[src/rtl/ssa_pkg.sv]
`timescale 1ns / 1ps
// ----------------------------------------------------------------------------
// ssa_pkg
// Shared types and constants of the segregated storage allocator.
// ----------------------------------------------------------------------------
package ssa_pkg;

   localparam int DEF_POOL_PAGES  = 256;
   localparam int DEF_STACK_DEPTH = 64;

   localparam int CLASS_COUNT = 11;
   localparam int PAGE_BYTES  = 4096;
   localparam int ADDR_W      = 20;
   localparam int SIZE_W      = 16;
   localparam int OSIZE_W     = 13;
   localparam int CLASS_W     = 4;
   localparam int STATUS_W    = 3;
   localparam int KIND_W      = 2;
   localparam int NPAGE_W     = 9;
   localparam int CFG_W       = 9;
   localparam int REQ_DATA_W  = 40;
   localparam int RSP_DATA_W  = 40;

   localparam logic [CFG_W-1:0] CFG_RESET = 9'd256;

   localparam logic [KIND_W-1:0] KIND_ALLOC   = 2'd0;
   localparam logic [KIND_W-1:0] KIND_FREE    = 2'd1;
   localparam logic [KIND_W-1:0] KIND_REALLOC = 2'd2;

   localparam logic [STATUS_W-1:0] ST_OK        = 3'd0;
   localparam logic [STATUS_W-1:0] ST_TOO_LARGE = 3'd1;
   localparam logic [STATUS_W-1:0] ST_FOREIGN   = 3'd2;
   localparam logic [STATUS_W-1:0] ST_NO_MEMORY = 3'd3;
   localparam logic [STATUS_W-1:0] ST_STACK_FULL = 3'd4;

   typedef struct packed {
      logic capture;
      logic lookup;
      logic execute;
   } cmd_type;

   typedef struct packed {
      logic rsp_busy;
   } sts_type;

   function automatic logic [OSIZE_W-1:0] class_bytes(input logic [CLASS_W-1:0] c);
      class_bytes = OSIZE_W'(4) << c;
   endfunction

endpackage

[src/rtl/ssa_ctrl.sv]
`timescale 1ns / 1ps
// ----------------------------------------------------------------------------
// ssa_ctrl
// Request sequencer: capture, table lookup, execute and hand off.
// ----------------------------------------------------------------------------
module ssa_ctrl (
   input  logic             clock,
   input  logic             reset,
   input  logic             req_tvalid,
   output logic             req_tready,
   input  ssa_pkg::sts_type sts,
   output ssa_pkg::cmd_type cmd
);

   localparam logic [1:0] S_IDLE = 2'd0;
   localparam logic [1:0] S_LOOK = 2'd1;
   localparam logic [1:0] S_EXEC = 2'd2;

   logic [1:0] state_ff;
   logic [1:0] state_in;

   always_comb begin
      req_tready  = (state_ff == S_IDLE);
      cmd.capture = req_tready && req_tvalid;
      cmd.lookup  = (state_ff == S_LOOK);
      cmd.execute = (state_ff == S_EXEC) && !sts.rsp_busy;
      case (state_ff)
         S_IDLE:  state_in = cmd.capture ? S_LOOK : S_IDLE;
         S_LOOK:  state_in = S_EXEC;
         S_EXEC:  state_in = cmd.execute ? S_IDLE : S_EXEC;
         default: state_in = S_IDLE;
      endcase
   end

   always_ff @(posedge clock) begin
      if (reset) begin
         state_ff <= S_IDLE;
      end else begin
         state_ff <= state_in;
      end
   end

endmodule

[config.mk]
export PLATFORM = sky130hd
export DESIGN_NAME = ssa_ctrl
export DESIGN_NICKNAME = d
export VERILOG_FILES = /design/src/rtl/ssa_pkg.sv /design/src/rtl/ssa_ctrl.sv
export SDC_FILE = /design/constraint.sdc
export NUM_CORES = 1
export LEC_CHECK = 0
export BUFFER_PORTS_ARGS = -buffer_cell sky130_fd_sc_hd__buf_2
export CAP_MARGIN = 20
export CORE_AREA = 3 3 40 42
export CTS_BUF_LIST = sky130_fd_sc_hd__clkbuf_2
export DETAILED_ROUTE_END_ITERATION = 16
export DIE_AREA = 0 0 43 45
export PLACE_DENSITY = 0.31
export RECOVER_POWER = 100
export SETUP_SLACK_MARGIN = 0.05
export SKIP_LAST_GASP = 1
export SLEW_MARGIN = 20
export SYNTH_ARGS = -nofsm -noshare
export SYNTH_HDL_FRONTEND = slang
export SYNTH_SLANG_ARGS = --single-unit
[constraint.sdc]
create_clock -name clock -period 0.9 [get_ports clock]
set_input_delay 0.045 -clock clock [delete_from_list [all_inputs] [get_ports clock]]
set_output_delay 0.045 -clock clock [all_outputs]
set_load 0.1 [all_outputs]
==> impl_metrics.py <==
metrics = {
    "layout": {
        "reg.largest.list": "state_ff (2)",
        "areaGrowthSynthToFinish_pct": 192,
        "nNetsFinal": 28,
        "final_area_um2": 278,
        "regMostFlops": "state_ff",
        "final_cells": 37,
        "largest_reg_flops": 2,
        "layout-drive-gt1-share_pct": 90.9,
        "antenna_cells": 0,
        "fillers": 135,
    },
    "placed_design": {
        "place.gp.congestion": 0.624,
        "io_buffers": 7,
        "placedInstanceArea_um2": 243,
        "place_inst": 33,
    },
    "cts": {
        "cts_buffer_depth": 2,
        "htree_levels": 1,
        "path_clk_slew_ps": 30,
        "hold_buffers": 0,
        "cts_tree": "built",
        "clock_latency_ps": 180,
        "clock-root-buffer": "clkbuf_2",
        "cts_buffers": 3,
        "cts_num_sinks": 2,
    },
    "synthesis": {
        "synth.distinct_cells": 9,
        "yosysSeqAreaShare_pct": 42.1,
        "synth_compound_area_share_pct": 5.26,
        "synth_top_family_by_area": "simple AND/OR/NAND/NOR gates",
        "syn-cell-area_um2": 95.1,
        "avgSynthCellArea_um2": 9.51,
        "synth_fa_ha_area_share_pct": 0,
        "synth_warnings": 0,
        "synth_mux_area_share_pct": 0,
        "synth_seq_cells": 2,
        "synth-xor-area-share_pct": 0,
        "syn-num-nets": 14,
        "synth-simple-area-share_pct": 48.7,
        "syn_inst": 10,
    },
    "min_path": {
        "hp-class": "primary input to flip-flop",
    },
    "routing": {
        "ant_nets": 0,
        "first_iter_violations": 0,
        "drtPass1Iterations": 1,
        "drcViolationCount": 0,
        "vias": 112,
        "routed_wl_um": 248,
        "wl_per_cell_um": 6.70,
        "vias_per_cell": 3.03,
    },
    "sta": {
        "tightest_slew_ps": 204,
        "fin_tns_setup_ps": -424,
        "final-hold-violation-count": 0,
        "finalSetupViolations": 4,
        "slew_violations": 0,
        "period_share_pct": 113,
        "fmax_mhz": 979,
        "worst_slack_ps": -121,
        "slew_headroom_pct": 86.4,
        "rsz0062_at_grt": "yes",
        "period_needed_ps": 1020,
        "skew_ps": 5.38,
    },
    "critical_path": {
        "cp_top_family": "flip-flops",
        "cp.required_ps": 850,
        "max_stage_delay_ps": 360,
        "arrival_ps": 980,
        "cp_slowest_cell": "dfxtp_4",
        "cp_max_fo": 5,
        "cp-start-kind": "flip-flop",
        "crit_chain": "nor3b_4 > buf_12",
        "critPathBufInv": 1,
        "r2r_setup_slack_ps": 70,
        "crit_type": "flip-flop to output pin",
        "end_kind": "output pin",
    },
    "floorplanning": {
        "floorplan.rows": 13,
        "pin_count": 8,
        "die_w_um": 43,
        "initial_core_util_pct": 7.40,
        "design.die.area_um2": 1940,
        "die_h_um": 45,
        "core_area_um2": 1280,
    },
    "grt": {
        "grt_overflow": 0,
        "grt_pass1_wl_um": 365,
        "grt_pass1_vias": 103,
        "grt.met1_usage_pct": 2.63,
        "grt_usage_pct": 2.57,
        "grt-busiest-layer": "met2",
        "met2_usage_pct": 4.19,
        "grtUsageMet3_pct": 0,
        "antenna_found_initial": 0,
        "grt_max_degree": 6,
    },
    "status": {
        "violations": "setup timing",
        "status": "finished, violations left",
    },
    "power_and_ir_drop": {
        "powerDensity_nw_per_um2": 1570,
        "vdd_drop_max_mv": 0.267,
        "p_leak_uw": 0.000111,
        "totalPowerFinal_uw": 435,
    },
    "flow_run": {
        "cap_violations": 0,
    },
}
==> cell type report <==
type,count,area [µm²],share of cell area [%]
tap,15,18.8,6.76
clock buffer,3,15.0,5.41
sequential,2,47.5,17.1
inverter,1,7.51,2.70
timing repair buffer,9,110,39.6
multi-input combinational,7,78.8,28.4
==> cell families (layout without fill, tap and decap cells) <==
group,after synthesis,count (layout)
simple gates,6,6
flops,2,2
buf+inv,1,13
compound gates,1,1
==> power breakdown <==
group | total [µW] | leakage (µW) | internal [µW] | switching (µW)
registers | 105 | 0.0000178 | 93.3 | 11.6
logic | 201 | 0.0000807 | 80.2 | 121
clock network | 129 | 0.0000125 | 88.2 | 40.8
total | 435 | 0.000111 | 262 | 174
==> cell usage after synthesis <==
master	count	area [µm²]
nand2b_1	1	6.26
nor3b_1	1	7.51
a21oi_1	1	5.00
and2b_2	1	8.76
nand3b_1	1	7.51
nor3b_2	1	12.5
nor2_1	1	3.75
dfxtp_1	2	40.0
inv_1	1	3.75
==> per-stage QoR <==
step / util [%] / hold slack [ps] / setup WS (ps)
2_1_floorplan: - / 107 / -622
3_3_place_gp: 18.9 / 217 / 19.8
4_1_cts: 20.8 / 16.7 / -141
3_5_place_dp: 18.9 / 211 / 19.4
6_report: 21.6 / 21.8 / -121
5_1_grt: 21.6 / 24.7 / -161
==> path summary, 6_finish.rpt <==
path / startpoint / cells after the start / end
worst min register to register: state_ff[0] / 2 / state_ff[1]
worst max register to register: state_ff[0] / 2 / state_ff[0]
worst max-delay path: state_ff[0] / 2 / cmd[2]
worst min-delay path: reset / 2 / state_ff[1]
==> timing repair <==
| action | 4_1_cts | 5_1_grt |
|---|---|---|
| endpoints found under the hold margin | 0 | 0 |
| setup endpoints to repair | 4 | 5 |
| setup buffers | 0 | 1 |
| resized for setup | 2 | 1 |
==> cell usage in the layout (no fill, tap or decap), drive strengths merged <==
| cell | Yosys | layout |
|---|---|---|
| clkbuf | 0 | 3 |
| nand2b | 1 | 1 |
| dfxtp | 2 | 2 |
| and2b | 1 | 1 |
| a21oi | 1 | 1 |
| nor3b | 2 | 2 |
| clkinvlp | 0 | 1 |
| nor2 | 1 | 1 |
| nand3b | 1 | 1 |
| buf | 0 | 9 |
==> metal layers <==
| layer | vias up | routed length, µm |
|---|---|---|
| li1 | 59 | - |
| met1 | 48 | 82 |
| met2 | 5 | 143 |
| met3 | 0 | 22 |
| met4 | 0 | 0 |
| met5 | - | 0 |
Power figures use the tool's default switching activity.
